File: src/hw/rtl/fcfc_pkg.sv
package fcfc_pkg;

  // Verdict codes
  localparam logic [1:0] VERDICT_EXCLUDED  = 2'd0;
  localparam logic [1:0] VERDICT_DETECTED  = 2'd1;
  localparam logic [1:0] VERDICT_UNDECIDED = 2'd2;
  localparam logic [1:0] VERDICT_SKIPPED   = 2'd3;

  // Bits of the seen-codes mask
  localparam logic [4:0] MASK_USER  = 5'b00001;
  localparam logic [4:0] MASK_FEAT  = 5'b00010;
  localparam logic [4:0] MASK_220   = 5'b00100;
  localparam logic [4:0] MASK_331   = 5'b01000;
  localparam logic [4:0] MASK_211   = 5'b10000;
  localparam logic [4:0] MASK_CMDS  = 5'b00011;
  localparam logic [4:0] MASK_CODES = 5'b11100;

  // Configuration register indexes
  localparam int unsigned CFG_INDEX_W = 3;
  localparam logic [CFG_INDEX_W-1:0] REG_CONTROL_PORT        = 3'd0;
  localparam logic [CFG_INDEX_W-1:0] REG_NO_CODE_LIMIT       = 3'd1;
  localparam logic [CFG_INDEX_W-1:0] REG_WAIT_OTHER          = 3'd2;
  localparam logic [CFG_INDEX_W-1:0] REG_WAIT_OTHER_GREETING = 3'd3;
  localparam logic [CFG_INDEX_W-1:0] REG_WAIT_PORT           = 3'd4;
  localparam logic [CFG_INDEX_W-1:0] REG_WAIT_PORT_GREETING  = 3'd5;

  // Register reset values
  localparam logic [15:0] RST_CONTROL_PORT        = 16'd21;
  localparam logic [15:0] RST_NO_CODE_LIMIT       = 16'd3;
  localparam logic [15:0] RST_WAIT_OTHER          = 16'd10;
  localparam logic [15:0] RST_WAIT_OTHER_GREETING = 16'd20;
  localparam logic [15:0] RST_WAIT_PORT           = 16'd20;
  localparam logic [15:0] RST_WAIT_PORT_GREETING  = 16'd40;

  // Token patterns (first payload bytes)
  localparam logic [39:0] TOK_USER_UC = 40'h5553455220; // "USER "
  localparam logic [39:0] TOK_USER_LC = 40'h7573657220; // "user "
  localparam logic [31:0] TOK_FEAT_UC = 32'h46454154;   // "FEAT"
  localparam logic [31:0] TOK_FEAT_LC = 32'h66656174;   // "feat"
  localparam logic [23:0] TOK_220     = 24'h323230;     // "220"
  localparam logic [23:0] TOK_331     = 24'h333331;     // "331"
  localparam logic [23:0] TOK_211     = 24'h323131;     // "211"
  localparam logic [7:0]  CHR_SPACE   = 8'h20;
  localparam logic [7:0]  CHR_DASH    = 8'h2d;

  typedef struct packed {
    logic [39:0] payload_head;
    logic [15:0] payload_length;
    logic        pkt_dir;
    logic        setup_direction;
    logic        syn_seen;
    logic [15:0] packet_index;
    logic [15:0] source_port;
    logic [15:0] dest_port;
  } fcfc_in_t;

  typedef struct packed {
    logic [1:0] verdict;
    logic [4:0] codes_seen;
    logic       client_side;
  } fcfc_out_t;

endpackage

File: src/hw/rtl/ftp_control_flow_classifier.sv
// FTP control-flow classifier.
// One request on the input channel (in_valid/in_ready/in_data) carries the
// summary of one packet of a single TCP flow: first five payload bytes,
// length, direction, SYN fact, packet index and ports. For every request the
// block returns exactly one result on the output channel (out_valid/
// out_ready/out_data): verdict, the mask of FTP codes seen, and the client
// direction. Registers are written through the cfg channel (cfg_valid/
// cfg_ready/cfg_index/cfg_data), always ready. The user must write them only
// while the block is idle; the block does not enforce it. Throughput: one
// request per cycle while the receiver takes results; all classification is a
// handful of byte compares and 16-bit limit compares between the input
// handshake and the result register; the flow state updates in the same edge.
// When the receiver stalls, the result register holds and in_ready drops, so
// at most one result waits; in_ready returns as soon as it is taken.
// Reset (rst, synchronous) loads register defaults (port 21, limits 3, 10,
// 20, 20, 40), clears the flow state to client 0, empty mask, undecided,
// and empties the result register. A request with packet index 1 restarts
// the flow state on its own.
module ftp_control_flow_classifier
  import fcfc_pkg::*;
(
  input  logic                   clk,
  input  logic                   rst,
  input  logic                   in_valid,
  output logic                   in_ready,
  input  fcfc_in_t               in_data,
  output logic                   out_valid,
  input  logic                   out_ready,
  output fcfc_out_t              out_data,
  input  logic                   cfg_valid,
  output logic                   cfg_ready,
  input  logic [CFG_INDEX_W-1:0] cfg_index,
  input  logic [15:0]            cfg_data
);

  // Configuration registers
  logic [15:0] control_port;
  logic [15:0] no_code_limit;
  logic [15:0] wait_other;
  logic [15:0] wait_other_greeting;
  logic [15:0] wait_port;
  logic [15:0] wait_port_greeting;

  // Flow state
  logic       client_dir;
  logic [4:0] seen_mask;
  logic [1:0] outcome;
  logic       client_dir_next;
  logic [4:0] seen_mask_next;
  logic [1:0] outcome_next;
  logic [1:0] verdict_next;

  logic       in_fire;

  function automatic logic is_alpha(input logic [7:0] c);
    return (c >= 8'h61 && c <= 8'h7a) || (c >= 8'h41 && c <= 8'h5a);
  endfunction

  function automatic logic is_digit(input logic [7:0] c);
    return c >= 8'h30 && c <= 8'h39;
  endfunction

  function automatic logic is_print(input logic [7:0] c);
    return c >= CHR_SPACE && c <= 8'h7f;
  endfunction

  assign cfg_ready = 1'b1;
  assign in_ready  = !out_valid || out_ready;
  assign in_fire   = in_valid && in_ready;

  always_ff @(posedge clk) begin
    if (rst) begin
      control_port        <= RST_CONTROL_PORT;
      no_code_limit       <= RST_NO_CODE_LIMIT;
      wait_other          <= RST_WAIT_OTHER;
      wait_other_greeting <= RST_WAIT_OTHER_GREETING;
      wait_port           <= RST_WAIT_PORT;
      wait_port_greeting  <= RST_WAIT_PORT_GREETING;
    end else if (cfg_valid) begin
      case (cfg_index)
        REG_CONTROL_PORT:        control_port        <= cfg_data;
        REG_NO_CODE_LIMIT:       no_code_limit       <= cfg_data;
        REG_WAIT_OTHER:          wait_other          <= cfg_data;
        REG_WAIT_OTHER_GREETING: wait_other_greeting <= cfg_data;
        REG_WAIT_PORT:           wait_port           <= cfg_data;
        REG_WAIT_PORT_GREETING:  wait_port_greeting  <= cfg_data;
        default: ;
      endcase
    end
  end

  // Classification of the request at the input
  logic [7:0]  b [5];
  logic [15:0] len;
  logic [15:0] idx;
  logic        pdir;
  logic        sdir;
  logic        first;
  logic        base_dir;
  logic [4:0]  base_mask;
  logic [1:0]  base_outcome;
  logic        cdir;
  logic [4:0]  cur;
  logic        shape_fail;
  logic        cmd_shape;
  logic        reply_shape;
  logic        cont_shape;
  logic        on_port;
  logic [15:0] wait_limit;
  logic [4:0]  new_mask;
  logic [1:0]  classified;

  always_comb begin
    for (int i = 0; i < 5; i++) begin
      b[i] = in_data.payload_head[39 - 8*i -: 8];
    end
    len   = in_data.payload_length;
    idx   = in_data.packet_index;
    pdir  = in_data.pkt_dir;
    sdir  = in_data.setup_direction;
    first = (idx == 16'd1);

    // Packet index 1 restarts the flow before anything else
    base_dir     = first ? 1'b0 : client_dir;
    base_mask    = first ? 5'd0 : seen_mask;
    base_outcome = first ? VERDICT_UNDECIDED : outcome;

    // Fix the client side on the first packet
    if (!first) begin
      cdir = client_dir;
    end else if (in_data.syn_seen) begin
      cdir = sdir;
    end else if (is_digit(b[0])) begin
      cdir = !pdir;
    end else begin
      cdir = pdir;
    end

    cmd_shape = (len >= 16'd3) && is_alpha(b[0]) && is_alpha(b[1]) && is_alpha(b[2]);
    if (len > 16'd3) begin
      if (!is_alpha(b[3]) && b[3] != CHR_SPACE) begin
        cmd_shape = 1'b0;
      end
      if (len > 16'd4 && b[3] != CHR_SPACE && b[4] != CHR_SPACE) begin
        cmd_shape = 1'b0;
      end
    end
    reply_shape = (len >= 16'd5) && (b[3] == CHR_SPACE || b[3] == CHR_DASH) &&
                  is_digit(b[0]) && is_digit(b[1]) && is_digit(b[2]);
    cont_shape  = (len >= 16'd5) && is_print(b[0]) && is_print(b[1]) &&
                  is_print(b[2]) && is_print(b[3]) && is_print(b[4]);

    cur        = 5'd0;
    shape_fail = 1'b0;
    if (pdir == cdir) begin
      // Client side: commands
      if (len > 16'd5 && (in_data.payload_head == TOK_USER_UC ||
                          in_data.payload_head == TOK_USER_LC)) begin
        cur = MASK_USER;
      end else if (len >= 16'd4 && ({b[0], b[1], b[2], b[3]} == TOK_FEAT_UC ||
                                    {b[0], b[1], b[2], b[3]} == TOK_FEAT_LC)) begin
        cur = MASK_FEAT;
      end else if (!cmd_shape) begin
        shape_fail = 1'b1;
      end
    end else begin
      // Server side: replies
      if (len > 16'd4 && {b[0], b[1], b[2]} == TOK_220 &&
          (b[3] == CHR_SPACE || b[3] == CHR_DASH)) begin
        cur = MASK_220;
      end else if (len > 16'd4 && {b[0], b[1], b[2]} == TOK_331 &&
                   (b[3] == CHR_SPACE || b[3] == CHR_DASH)) begin
        cur = MASK_331;
      end else if (len > 16'd4 && {b[0], b[1], b[2]} == TOK_211 &&
                   (b[3] == CHR_SPACE || b[3] == CHR_DASH)) begin
        cur = MASK_211;
      end else if (!reply_shape) begin
        if ((base_mask & MASK_CODES) == 5'd0 || !cont_shape) begin
          shape_fail = 1'b1;
        end
      end
    end
    new_mask = base_mask | cur;

    on_port = (pdir == sdir) ? (in_data.dest_port == control_port)
                             : (in_data.source_port == control_port);
    if (on_port) begin
      wait_limit = (cur == MASK_220) ? wait_port_greeting : wait_port;
    end else begin
      wait_limit = (cur == MASK_220) ? wait_other_greeting : wait_other;
    end

    if (shape_fail) begin
      classified = VERDICT_EXCLUDED;
    end else if ((new_mask & MASK_CMDS) != 5'd0 && (new_mask & MASK_CODES) != 5'd0) begin
      classified = VERDICT_DETECTED;
    end else if (new_mask == 5'd0 && idx > no_code_limit) begin
      classified = VERDICT_EXCLUDED;
    end else if (idx > wait_limit) begin
      classified = VERDICT_EXCLUDED;
    end else begin
      classified = VERDICT_UNDECIDED;
    end

    // Latched verdicts hold; empty payloads are skipped, touching state only by the index-1 restart
    client_dir_next = base_dir;
    seen_mask_next  = base_mask;
    outcome_next    = base_outcome;
    if (base_outcome == VERDICT_EXCLUDED || base_outcome == VERDICT_DETECTED) begin
      verdict_next = base_outcome;
    end else if (len == 16'd0) begin
      verdict_next = VERDICT_SKIPPED;
    end else begin
      verdict_next    = classified;
      client_dir_next = cdir;
      seen_mask_next  = shape_fail ? base_mask : new_mask;
      outcome_next    = classified;
    end
  end

  // Flow state advances on each accepted request
  always_ff @(posedge clk) begin
    if (rst) begin
      client_dir <= 1'b0;
      seen_mask  <= 5'd0;
      outcome    <= VERDICT_UNDECIDED;
    end else if (in_fire) begin
      client_dir <= client_dir_next;
      seen_mask  <= seen_mask_next;
      outcome    <= outcome_next;
    end
  end

  // Result register: load on accept, hold while the receiver stalls
  always_ff @(posedge clk) begin
    if (rst) begin
      out_valid <= 1'b0;
    end else if (in_fire) begin
      out_valid <= 1'b1;
    end else if (out_ready) begin
      out_valid <= 1'b0;
    end
  end

  always_ff @(posedge clk) begin
    if (in_fire) begin
      out_data.verdict     <= verdict_next;
      out_data.codes_seen  <= seen_mask_next;
      out_data.client_side <= client_dir_next;
    end
  end

endmodule
File: config.mk
export PLATFORM = sky130hd
export DESIGN_NAME = ftp_control_flow_classifier
export DESIGN_NICKNAME = d
export VERILOG_FILES = /design/src/hw/rtl/fcfc_pkg.sv /design/src/hw/rtl/ftp_control_flow_classifier.sv
export SDC_FILE = /design/constraint.sdc
export NUM_CORES = 1
export LEC_CHECK = 0
export BUFFER_PORTS_ARGS = -buffer_cell sky130_fd_sc_hd__buf_2
export CAP_MARGIN = 15
export CORE_ASPECT_RATIO = 0.75
export CORE_MARGIN = 5
export CORE_UTILIZATION = 25
export CTS_CLUSTER_SIZE = 28
export DETAILED_ROUTE_END_ITERATION = 10
export GPL_ROUTABILITY_DRIVEN = 0
export PLACE_DENSITY = 0.53
export SLEW_MARGIN = 15
export SYNTH_ARGS = -nofsm -noshare
export SYNTH_HDL_FRONTEND = slang
export SYNTH_SLANG_ARGS = --single-unit
File: constraint.sdc
create_clock -name clk -period 4 [get_ports clk]
set_input_delay 0.4 -clock clk [delete_from_list [all_inputs] [get_ports clk]]
set_output_delay 0.4 -clock clk [all_outputs]
set_load 0.03 [all_outputs]
-- Word level (Yosys, flattened, before mapping)
Cells that the tools add are included.
W data, S select, Z words.
- output and inout bits: 11
- bits in registers: 113
- eq/ne operators: 23
- mux-type cells: 43
- magnitude comparators: 40
- reduce and logical (&&, ||, !) cells: 70
- bitwise operators: 1
- operator list (kind ; number):
    $le A8 B7 Y1 const B ; 13
    $eq A40 B39 Y1 const B ; 2
    $eq A24 B22 Y1 const B ; 3
    $eq A32 B31 Y1 const B ; 2
    $ge A8 B6 Y1 const B ; 8
    $ge A8 B7 Y1 const B ; 8
    $mux W16 ; 3
    $logic_and A1 B1 Y1 ; 42
    $mux W5 ; 8
    $eq A16 B16 Y1 ; 2
    $ge A16 B3 Y1 const B ; 2
    $gt A16 B16 Y1 ; 2
    $gt A16 B3 Y1 const B ; 2
    $le A8 B6 Y1 const B ; 3
    $mux W2 ; 11
    $mux W1 ; 21
    $eq A16 B1 Y1 const B ; 1
    $eq A8 B6 Y1 const B ; 2
    $ge A16 B2 Y1 const B ; 1
    $gt A16 B2 Y1 const B ; 1
    $logic_not A16 Y1 ; 1
    $ne A8 B6 Y1 const B ; 2
    $reduce_and A2 Y1 ; 6
    $logic_not A5 Y1 ; 2
    other kinds (13) ; 29

-- Logic depth before layout (Yosys ltp)
Gate-level depths: netlist of the first run.
- word-level depth: 18
- mapped depth: 19
- depth with buffers taken out: 17

-- Worst setup path after synthesis of the first run
OpenSTA, ideal clock, no wires.
- kind: input -> register
- from: input in_data[33] (netlist name)
- to: register out_data[7] (netlist name) (data pin)
- stages on the path: 17
- arrival: 3.707 ns
- required time: 3.854 ns
- path slack: 0.147 ns
- setup time: 0.146 ns
- cell sequence: nor4b_1 nand4_1 mux2_2 a211o_1 nor3_2 nand3_1 clkbuf_1 nand2_1 o21ai_1 ha_1 a211oi_1 o21ai_0 a2111oi_0 a32oi_1 nor2_1 nand3_1 a21oi_1
- longest elaborated chain between the ends: 14
- elaborated cells between the ends (all ways): 35
- classes of those cells: order compare: 2; eq/ne: 4; mux: 19; bitwise: 1; reduce/logical: 9
- RTL lines (what ; RTL line ; source):
    from (decl) ; ftp_control_flow_classifier.sv:26 ; input fcfc_in_t in_data,
    $eq A16 B1 Y1 ; ftp_control_flow_classifier.sv:121 ; first = (idx == 16'd1);
    $mux W1 ; ftp_control_flow_classifier.sv:129 ; if (!first) begin
    $eq A1 B1 Y1 ; ftp_control_flow_classifier.sv:155 ; if (pdir == cdir) begin
    $mux W5 ; ftp_control_flow_classifier.sv:155 ;
    $eq A5 B3 Y1 ; ftp_control_flow_classifier.sv:188, ftp_control_flow_classifier.sv:190 ;
    $mux W16 (on tied branches) ; ftp_control_flow_classifier.sv:190, ftp_control_flow_classifier.sv:188 ;
    $mux W16 ; ftp_control_flow_classifier.sv:187 ; if (on_port) begin
    $gt A16 B16 Y1 ; ftp_control_flow_classifier.sv:199 ; end else if (idx > wait_limit) begin
    $mux W2 ; ftp_control_flow_classifier.sv:199 ;
    $mux W2 ; ftp_control_flow_classifier.sv:197 ; end else if (new_mask == 5'd0 && idx > no_code_limit) begin
    $mux W2 ; ftp_control_flow_classifier.sv:195 ; end else if ((new_mask & MASK_CMDS) != 5'd0 && (new_mask & MASK_CODES) != 5'd0) begin
    $mux W2 ; ftp_control_flow_classifier.sv:193 ; if (shape_fail) begin
    $mux W2 ; ftp_control_flow_classifier.sv:211 ; end else if (len == 16'd0) begin
    $mux W2 (*) ; ftp_control_flow_classifier.sv:209 ; if (base_outcome == VERDICT_EXCLUDED || base_outcome == VERDICT_DETECTED) begin
    named net verdict_next[1] ; ftp_control_flow_classifier.sv:51 ; logic [1:0] verdict_next;
    to (decl) ; ftp_control_flow_classifier.sv:29 ; output fcfc_out_t out_data,
The timed path passes the listed nets; every way through them passes the cells marked *.
A chain may end at the register's enable or synchronous reset.

-- Worst setup path after layout of the first run
- from: input in_data[43] (netlist name)
- to: register out_data[7] (netlist name) (data pin)
Same word-level chain as after synthesis.

==> impl_metrics.env, run 1 <==
export IMPL_required_ns=4.27
export IMPL_synthAdderAreaFrac=0.0613
export IMPL_cts_tree="yes"
export IMPL_yosysWarningCount=0
export IMPL_power_density_mw_per_mm2=367
export IMPL_critPathLaunchType="input port"
export IMPL_critPathMaxFanout=31
export IMPL_die_h_um=150
export IMPL_synth_area_leader_cell="dfxtp_1"
export IMPL_pwr_share_clk=0.483
export IMPL_ioPinCount=142
export IMPL_yosysSeqAreaShare=0.359
export IMPL_syn_area_mm2=0.00653
export IMPL_vias=6517
export IMPL_synth_seq_cells=113
export IMPL_ir_worst_vdd_uv=256
export IMPL_stdcell_area_mm2=0.00850
export IMPL_r2r_slack_ns=0.65
export IMPL_p_int_w=0.00233
export IMPL_ant_nets=0
export IMPL_synth_mux_area_fraction=0.0799
export IMPL_drive_gt1_frac=0.228
export IMPL_post_cts_resized=0
export IMPL_p_sw_w=0.000788
export IMPL_clkTransAtPathRegs_ns=0.06
export IMPL_most_common_layout_cells="234 x nand2_1, 139 x buf_2, 106 x a21oi_1"
export IMPL_ctsRootBufferMaster="clkbuf_16"
export IMPL_hold_buffers=0
export IMPL_grt_max_degree=107
export IMPL_cap_violations=0
export IMPL_grt_usage=0.142
export IMPL_initialDrtViolationCount=447
export IMPL_clock_latency_ns=0.42
export IMPL_start_util=0.253
export IMPL_seqPwrFrac=0.382
export IMPL_syn_to_final_growth_pct=30.2
export IMPL_synth_fp_nets=1013
export IMPL_fin_crit_sh=0.953
export IMPL_die_w_um=197
export IMPL_h_tree_depth=4
export IMPL_fin_nets=1179
export IMPL_postCtsSetupBuffers=0
export IMPL_wl_per_cell_um=15.3
export IMPL_hold_path_class="input port to flip-flop"
export IMPL_setup_violations=0
export IMPL_end_kind="flip-flop"
export IMPL_fp_dieArea_mm2=0.0295
export IMPL_layout_commonest_cell="nand2_1"
export IMPL_grt_pass1_vias=6377
export IMPL_period_minus_slack_ns=3.81
export IMPL_synth_top_area_frac=0.322
export IMPL_rows=51
export IMPL_synth_edf_count=8
export IMPL_placed_area_mm2=0.00788
export IMPL_core_area_mm2=0.0258
export IMPL_io_buffers=140
export IMPL_grt_pass1_wl_mm=33.4
export IMPL_grt_overflow=0
export IMPL_avgViaCountPerCell=4.75
export IMPL_grt_antenna_before_repair=2
export IMPL_synth_xor_area_frac=0.0253
export IMPL_pwr_share_comb=0.135
export IMPL_synth_top_family_by_area="simple AND/OR/NAND/NOR gates"
export IMPL_drc=0
export IMPL_diodes=0
export IMPL_synthArstFlopShare=0
export IMPL_wl_mm=21.0
export IMPL_dr_pass1_iters=4
export IMPL_slew_headroom=0.250
export IMPL_synth_top_flop_cell="dfxtp_1"
export IMPL_slew_violations=0
export IMPL_synth_compound_area_share=0.157
export IMPL_arrival_ns=4.08
export IMPL_finalHoldViolations=0
export IMPL_synth_simple_area_share=0.279
export IMPL_tightest_slew_ns=1.13
export IMPL_synth_top_cells_by_area="dfxtp_1 32%, nand2_1 13%, a21oi_1 8.1%, ha_1 6.1%, mux2i_1 5.1%"
export IMPL_clock_fmax_ghz=0.262
export IMPL_dp_hpwl_mm=15.9
export IMPL_status="finished clean"
export IMPL_switching_share=0.253
export IMPL_cts_buffers=17
export IMPL_syn_area_per_cell_um2=7.68
export IMPL_cts_sinks=113
export IMPL_postLayoutCoreUtil=0.329
export IMPL_fin_skew_ns=0.00565
export IMPL_syn_inst=850
export IMPL_p_leak_nw=3.52
export IMPL_setup_worst_path_class="input port to flip-flop"
export IMPL_ys_types=59
export IMPL_clockBufferDepth=2
-- synth_stat cells, types with 2 or more instances --
| library cell | number |
|---|---|
| buf_2 | 2 |
| nand3_1 | 9 |
| o32ai_1 | 3 |
| ha_1 | 32 |
| inv_1 | 23 |
| mux2i_1 | 33 |
| a32o_1 | 2 |
| buf_4 | 2 |
| nor4b_1 | 4 |
| or4_1 | 5 |
| nor2b_1 | 5 |
| nand3b_1 | 17 |
| o31ai_1 | 2 |
| nand2b_1 | 7 |
| a31oi_1 | 3 |
| o41ai_1 | 2 |
| xnor2_1 | 17 |
| or3_1 | 7 |
| nand4_1 | 14 |
| mux2_1 | 14 |
| mux2_2 | 3 |
| a21oi_1 | 106 |
| or2_2 | 7 |
| o22ai_1 | 4 |
| dfxtp_1 | 105 |
| o21ai_0 | 17 |
| clkbuf_1 | 33 |
| o21a_1 | 2 |
| nor4_1 | 15 |
| a2111oi_0 | 3 |
| and3_1 | 5 |
| nor2_1 | 34 |
| nand2_1 | 234 |
| edfxtp_1 | 8 |
| a21o_1 | 8 |
| a211o_1 | 2 |
| a211oi_1 | 3 |
| o21ai_1 | 18 |
| a21boi_0 | 2 |
| and2_1 | 2 |
| nor3_1 | 18 |
-- path summary, 6_finish.rpt --
path | end | from | depth (start not counted)
setup / recovery | out_data[7] | in_data[43] | 20
hold / removal | out_valid | in_valid | 3
setup reg to reg | out_data[7] | client_dir | 16
hold reg to reg | no_code_limit[6] | no_code_limit[6] | 2
-- critical path, cell delays in order --
cell,delay (ns)
buf_2,0.11
nor4_1,0.32
buf_4,0.18
nand4_1,0.11
buf_4,0.17
mux2_2,0.26
a211o_1,0.26
nor3_2,0.22
nand3_1,0.16
buf_12,0.20
buf_4,0.15
o21ai_1,0.13
ha_1,0.24
nand2_1,0.12
o21ai_0,0.14
a2111oi_2,0.39
a32oi_1,0.12
nor2_1,0.11
nand3_1,0.10
a21oi_1,0.17
-- metrics by stage --
| step | power [W] | setup WS [ns] | TNS, ns | hold slack [ns] | std cells |
|---|---|---|---|---|---|
| after floorplan | 0.00143 | 0.147 | 0 | 0.432 | 850 |
| after global placement | 0.00163 | -0.230 | -0.367 | 0.440 | 1341 |
| after detailed placement | 0.00163 | -0.288 | -0.460 | 0.444 | 1341 |
| after CTS | 0.00314 | 0.105 | 0 | 0.214 | 1373 |
| after global routing | 0.00325 | -0.0532 | -0.0532 | 0.246 | 1373 |
| final | 0.00312 | 0.189 | 0 | 0.223 | 1373 |
-- state kept, by name, summed over array words and instances (netlist names) --
signal	flops
wait_other_greeting	16
wait_port	16
out_valid	1
outcome	2
wait_other	16
seen_mask	5
no_code_limit	16
client_dir	1
out_data	8
wait_port_greeting	16
control_port	16
-- layer usage --
metal | global-route usage | vias to the layer above | wire, um
met2 | 0.220 | 137 | 9350
met4 | 0.0357 | 4 | 265
met1 | 0.199 | 3028 | 10300
met5 | 0 | - | 32
li1 | - | 3324 | -
met3 | 0.0351 | 24 | 1070
-- power by group through the flow --
stage               Clock, W  Sequential, W  Combinational [W]
floorplan                  0        0.00122           0.000208
global placement           0        0.00121           0.000411
detailed placement         0        0.00121           0.000413
CTS                  0.00154        0.00119           0.000416
global route         0.00158        0.00119           0.000470
finish               0.00151        0.00119           0.000420
-- cells by family (layout without fill, tap and decap cells) --
logic type | after synthesis | in the layout
AOI/OAI and AO/OA | 182 | 182
adders and majority gates | 32 | 32
xor gates and xnor gates | 18 | 18
other | 1 | 1
DFF | 113 | 113
buffers and inverters | 61 | 240
and+or+nand+nor | 393 | 393
muxes | 50 | 50
-- cell type report --
type	instances	area, um^2
Clock buffer	22	484
Clock inverter	10	108
Fill cell	2751	17300
Inverter	23	86.3
Multi-Input combinational cell	676	3970
Sequential cell	113	2340
Tap cell	344	430
Timing Repair Buffer	185	1080
Power figures use the tool's default switching activity.
==> run 2: changes to the inputs <==
--- a/config.mk
+++ b/config.mk
@@ -9,11 +9,11 @@
 export CAP_MARGIN = 15
 export CORE_ASPECT_RATIO = 0.75
 export CORE_MARGIN = 5
-export CORE_UTILIZATION = 25
+export CORE_UTILIZATION = 50
 export CTS_CLUSTER_SIZE = 28
 export DETAILED_ROUTE_END_ITERATION = 10
 export GPL_ROUTABILITY_DRIVEN = 0
-export PLACE_DENSITY = 0.53
+export PLACE_DENSITY_LB_ADDON = 0.3
 export SLEW_MARGIN = 15
 export SYNTH_ARGS = -nofsm -noshare
 export SYNTH_HDL_FRONTEND = slang
==> constraint.sdc (replaced) <==
create_clock -name clk -period 4 [get_ports clk]
set_input_delay 0.2 -clock clk [delete_from_list [all_inputs] [get_ports clk]]
set_output_delay 0.2 -clock clk [all_outputs]
set_load 0.03 [all_outputs]
==> run 2 against run 1 <==
Net effect: sequential cell count stayed put; design area is 5.1% lower; non-clock buffer count is 21 lower; sequential power hardly changed; critical path depth stayed put; count of clock-buffer cells in the layout is 2 higher; worst setup slack better by 0.15 ns; maximum frequency is 4.0% higher; via count is 1.7% higher; die area is 48% lower; largest power group unchanged; final cell count is 14% lower.
==> impl_metrics.env, run 2 (synthesis gave the netlist of run 1 again) <==
export IMPL_status="finished clean"
export IMPL_power_density_mw_per_mm2=376
export IMPL_timing_rr_start="client_dir"
export IMPL_switching_share=0.248
export IMPL_drc=0
export IMPL_dr_pass1_iters=7
export IMPL_die_h_um=109
export IMPL_drive_gt1_frac=0.205
export IMPL_grt_pass1_wl_mm=31.4
export IMPL_path_buf_inv=5
export IMPL_p_leak_nw=3.40
export IMPL_pwr_share_clk=0.475
export IMPL_slew_violations=0
export IMPL_ioPinCount=142
export IMPL_clock_latency_ns=0.41
export IMPL_fin_nets=1158
export IMPL_layoutNonFillerInstCount=1176
export IMPL_fill_cells=1149
export IMPL_cts_sinks=113
export IMPL_p_sw_w=0.000752
export IMPL_h_tree_depth=4
export IMPL_vias=6629
export IMPL_core_area_mm2=0.0129
export IMPL_fp_dieArea_mm2=0.0155
export IMPL_slew_headroom=0.219
export IMPL_fin_skew_ns=0.00900
export IMPL_period_minus_slack_ns=3.66
export IMPL_hold_path_class="input port to flip-flop"
export IMPL_place_inst=1147
export IMPL_finalHoldViolations=0
export IMPL_p_int_w=0.00228
export IMPL_wl_mm=19.2
export IMPL_critPathMaxFanout=12
export IMPL_ir_worst_vdd_uv=305
export IMPL_clock_fmax_ghz=0.273
export IMPL_cts_tree="yes"
export IMPL_setup_violations=0
export IMPL_die_w_um=142
export IMPL_grt_overflow=0
export IMPL_slowest_stage="a2111oi_0"
export IMPL_tightest_slew_ns=1.14
export IMPL_avgViaCountPerCell=5.64
export IMPL_setup_tns_ns=0
export IMPL_holdWs_ns=0.0382
export IMPL_cpLargestDelayFamily="simple AND/OR/NAND/NOR gates"
export IMPL_crit_chain="buf_2, nor4b_1, nand4_1, buf_4, mux2_2, a211o_1, nor3_2, nand3_1, buf_4, buf_4, o21ai_1, ha_1, nand3_1, nor2_1, a2111oi_0, buf_4, a32oi_1, nor2_1, nand3_1, a21oi_1"
export IMPL_clockBufferDepth=2
export IMPL_grt_usage=0.254
export IMPL_most_common_layout_cells="234 x nand2_1, 140 x buf_2, 106 x a21oi_1"
export IMPL_arrival_ns=3.93
export IMPL_clkTransAtPathRegs_ns=0.05
export IMPL_rsz0062_at_grt="no"
export IMPL_max_stage_delay_ns=0.44
export IMPL_postCtsSetupBuffers=0
export IMPL_cts_buffers=17
export IMPL_end_kind="flip-flop"
export IMPL_initialDrtViolationCount=760
export IMPL_placed_area_mm2=0.00750
export IMPL_cap_violations=0
export IMPL_layout_commonest_cell="nand2_1"
export IMPL_required_ns=4.27
export IMPL_stdcell_area_mm2=0.00807
export IMPL_pwr_share_comb=0.132
export IMPL_ant_nets=0
export IMPL_grt_pass1_vias=6048
export IMPL_setup_worst_path_class="input port to flip-flop"
export IMPL_ctsRootBufferMaster="clkbuf_16"
export IMPL_post_cts_resized=0
export IMPL_grt_antenna_before_repair=0
export IMPL_grt_max_degree=107
export IMPL_diodes=0
export IMPL_layout_setup_ws_ns=0.337
export IMPL_dp_hpwl_mm=14.4
export IMPL_io_buffers=140
export IMPL_syn_to_final_growth_pct=23.6
export IMPL_hp_start="in_valid"
export IMPL_timing_critical_path_from="in_data[33]"
export IMPL_hold_buffers=0
export IMPL_rows=36
export IMPL_fin_crit_sh=0.916
export IMPL_cp_common_cell="buf_4"
export IMPL_wl_per_cell_um=16.3
export IMPL_dp_slack_ns=-0.0390
export IMPL_critPathLaunchType="input port"
export IMPL_seqPwrFrac=0.393
export IMPL_start_util=0.507
run 2: cell count changes in the layout (fill, tap and decap cells not counted), moves of 2 or more:
cell	before	now
nor4_2	4	1
buf_4	42	21
clkinvlp_4	3	1
nor4_1	12	15
clkinv_2	5	3
run 2: layout make-up:
cell class | count | area (um^2) | share of cell area
multi-input cells | 676 | 3940 | 0.489
flip-flops and latches | 113 | 2340 | 0.290
repair buffers | 164 | 918 | 0.114
clock buffers | 24 | 513 | 0.0636
well taps | 171 | 214 | 0.0265
inverters | 23 | 86.3 | 0.0107
clock inverters | 5 | 52.6 | 0.00651
run 2: final timing paths:
| path | slack [ns] | cells after the start | endpoint |
|---|---|---|---|
| hold reg to reg | 0.45 | 2 | wait_port_greeting[10] |
| hold / removal | 0.04 | 3 | out_valid |
| setup / recovery | 0.34 | 20 | out_data[7] |
| setup reg to reg | 0.61 | 17 | out_data[7] |
run 2: layer usage:
| layer | GRT usage | part of all wire |
|---|---|---|
| met5 | 0 | 0 |
| met4 | 0.0541 | 0.011 |
| met3 | 0.0666 | 0.10 |
| met2 | 0.357 | 0.40 |
| met1 | 0.387 | 0.49 |
run 2: worst reg2reg max path, stage by stage (launching register included):
cell and delay, ns:
dfxtp_1 0.35, nor2_1 0.05, mux2_2 0.25, a211o_1 0.27, nor3_2 0.23, nand3_1 0.10, buf_4 0.19, buf_4 0.16
o21ai_1 0.14, ha_1 0.26, nand3_1 0.16, nor2_1 0.08, a2111oi_0 0.44, buf_4 0.19, a32oi_1 0.04, nor2_1 0.09
nand3_1 0.10, a21oi_1 0.15
run 2: through the flow:
step | total power (W) | utilization
2_1_floorplan | 0.00143 | -
3_3_place_gp | 0.00160 | 0.582
3_5_place_dp | 0.00161 | 0.582
4_1_cts | 0.00304 | 0.626
5_1_grt | 0.00315 | 0.626
6_report | 0.00303 | 0.626
run 2: power groups by stage:
stage                     registers (W)  clock network, W  logic (W)
after CTS                       0.00119           0.00145   0.000397
after detailed placement        0.00121                 0   0.000392
final                           0.00119           0.00144   0.000402
after global placement          0.00121                 0   0.000387
after global routing            0.00119           0.00151   0.000443
after floorplan                 0.00122                 0   0.000208
==> run 3: changes to the inputs <==
--- a/config.mk
+++ b/config.mk
@@ -6,9 +6,7 @@
 export NUM_CORES = 1
 export LEC_CHECK = 0
 export BUFFER_PORTS_ARGS = -buffer_cell sky130_fd_sc_hd__buf_2
-export CAP_MARGIN = 15
 export CORE_ASPECT_RATIO = 0.75
-export CORE_MARGIN = 5
 export CORE_UTILIZATION = 50
 export CTS_CLUSTER_SIZE = 28
 export DETAILED_ROUTE_END_ITERATION = 10
==> run 3 against run 2 <==
Net effect: via count shrank 0.41%; maximum frequency decreased by 0.85%; design area decreased by 0.26%; sequential cell count unchanged; wire length fell by 2.1%; utilization grew 1.6 points; critical endpoint unchanged; largest cell class unchanged.
==> impl_metrics.env, run 3 (synthesis gave the netlist of run 1 again) <==
export IMPL_grt_usage=0.287
export IMPL_crit_chain="buf_2, nor4b_1, nand4_1, buf_4, mux2_2, a211o_1, nor3_2, nand3_1, buf_12, o21ai_1, ha_1, a211oi_1, o21ai_0, a2111oi_0, a32oi_1, nor2_1, nand3_1, a21oi_1"
export IMPL_cp_common_cell="nand3_1"
export IMPL_fin_skew_ns=0.00549
export IMPL_grt_overflow=0
export IMPL_p_sw_w=0.000788
export IMPL_wl_mm=18.8
export IMPL_die_w_um=134
export IMPL_core_area_mm2=0.0125
export IMPL_start_util=0.521
export IMPL_grt_pass1_vias=5963
export IMPL_required_ns=4.27
export IMPL_power_density_mw_per_mm2=396
export IMPL_hold_path_class="input port to flip-flop"
export IMPL_switching_share=0.247
export IMPL_ioPinCount=142
export IMPL_die_h_um=101
export IMPL_placed_area_mm2=0.00742
export IMPL_rows=35
export IMPL_cpLargestDelayFamily="compound AO/OA/AOI/OAI gates"
export IMPL_fp_dieArea_mm2=0.0135
export IMPL_hold_buffers=0
export IMPL_setup_violations=0
export IMPL_end_kind="flip-flop"
export IMPL_clockBufferDepth=2
export IMPL_fin_nets=1150
export IMPL_clkTransAtPathRegs_ns=0.06
export IMPL_setup_worst_path_class="input port to flip-flop"
export IMPL_cts_buffers=17
export IMPL_cap_violations=0
export IMPL_initialDrtViolationCount=637
export IMPL_ctsRootBufferMaster="clkbuf_16"
export IMPL_layout_commonest_cell="nand2_1"
export IMPL_p_leak_nw=3.39
export IMPL_critPathLaunchType="input port"
export IMPL_h_tree_depth=4
export IMPL_dp_hpwl_mm=13.8
export IMPL_grt_pass1_wl_mm=30.1
export IMPL_io_buffers=140
export IMPL_multiInputGateArea_mm2=0.00394
export IMPL_cts_sinks=113
export IMPL_period_minus_slack_ns=3.69
export IMPL_pwr_share_comb=0.124
export IMPL_post_cts_resized=0
export IMPL_fin_crit_sh=0.924
export IMPL_pwr_share_clk=0.502
export IMPL_cts_tree="yes"
export IMPL_vias=6602
export IMPL_drive_gt1_frac=0.200
export IMPL_grt_max_degree=51
export IMPL_dr_pass1_iters=5
export IMPL_power_total_w=0.00319
export IMPL_clock_latency_ns=0.42
export IMPL_ant_nets=0
export IMPL_stdcell_area_mm2=0.00805
export IMPL_slowest_stage="a2111oi_0"
export IMPL_rsz0062_at_grt="no"
export IMPL_ir_worst_vdd_uv=353
export IMPL_most_common_layout_cells="234 x nand2_1, 140 x buf_2, 106 x a21oi_1"
export IMPL_diodes=0
export IMPL_drc=0
export IMPL_fill_cells=1129
export IMPL_syn_to_final_growth_pct=23.3
export IMPL_arrival_ns=3.96
export IMPL_path_buf_inv=3
export IMPL_clock_fmax_ghz=0.271
export IMPL_slew_violations=0
export IMPL_avgViaCountPerCell=5.66
export IMPL_wl_per_cell_um=16.1
export IMPL_grt_antenna_before_repair=0
export IMPL_finalHoldViolations=0
export IMPL_status="finished clean"
export IMPL_seqPwrFrac=0.374
export IMPL_seq_area_mm2=0.00234
export IMPL_slew_headroom=0.248
export IMPL_tightest_slew_ns=1.12
export IMPL_p_int_w=0.00240
export IMPL_max_stage_delay_ns=0.44
export IMPL_postCtsSetupBuffers=0
export IMPL_critPathMaxFanout=34
-- run 3: cell type report --
cell class | count | area share
well taps | 166 | 0.0258
flip-flops and latches | 113 | 0.291
repair buffers | 156 | 0.105
inverters | 23 | 0.0107
clock buffers | 23 | 0.0620
clock inverters | 9 | 0.0157
multi-input cells | 676 | 0.490
-- run 3: metrics by stage --
step | utilization | hold slack, ns | TNS [ns] | std cells | setup slack, ns
after floorplan | - | 0.321 | 0 | 850 | 0.347
after global placement | 0.593 | 0.441 | 0 | 1134 | 0.0859
after detailed placement | 0.593 | 0.444 | -0.0780 | 1134 | -0.0780
after CTS | 0.643 | 0.0351 | 0 | 1166 | 0.332
after global routing | 0.643 | 0.0653 | 0 | 1166 | 0.129
final | 0.643 | 0.0436 | 0 | 1166 | 0.305
-- run 3: power by group through the flow --
stage / Sequential (W) / Clock, W / Combinational, W
6_report: 0.00119 / 0.00160 / 0.000394
2_1_floorplan: 0.00122 / 0 / 0.000208
5_1_grt: 0.00119 / 0.00166 / 0.000435
3_3_place_gp: 0.00121 / 0 / 0.000381
3_5_place_dp: 0.00121 / 0 / 0.000386
4_1_cts: 0.00119 / 0.00161 / 0.000389
-- run 3: metal layers --
metal | part of all wire | global-route usage
met1 | 0.49 | 0.427
met2 | 0.40 | 0.407
met3 | 0.10 | 0.0830
met4 | 0.0065 | 0.0559
met5 | 0 | 0
-- run 3: path summary, 6_finish.rpt --
| kind | start | end | slack [ns] | depth (start not counted) |
|---|---|---|---|---|
| hold reg to reg | wait_port_greeting[7] | wait_port_greeting[7] | 0.45 | 2 |
| hold / removal | in_valid | out_valid | 0.04 | 3 |
| setup reg to reg | client_dir | out_data[7] | 0.56 | 15 |
| setup / recovery | in_data[33] | out_data[7] | 0.31 | 18 |
-- run 3: tightest hold or removal path: stages --
cell and delay, ns:
buf_2 0.11, inv_1 0.05, a21oi_1 0.05
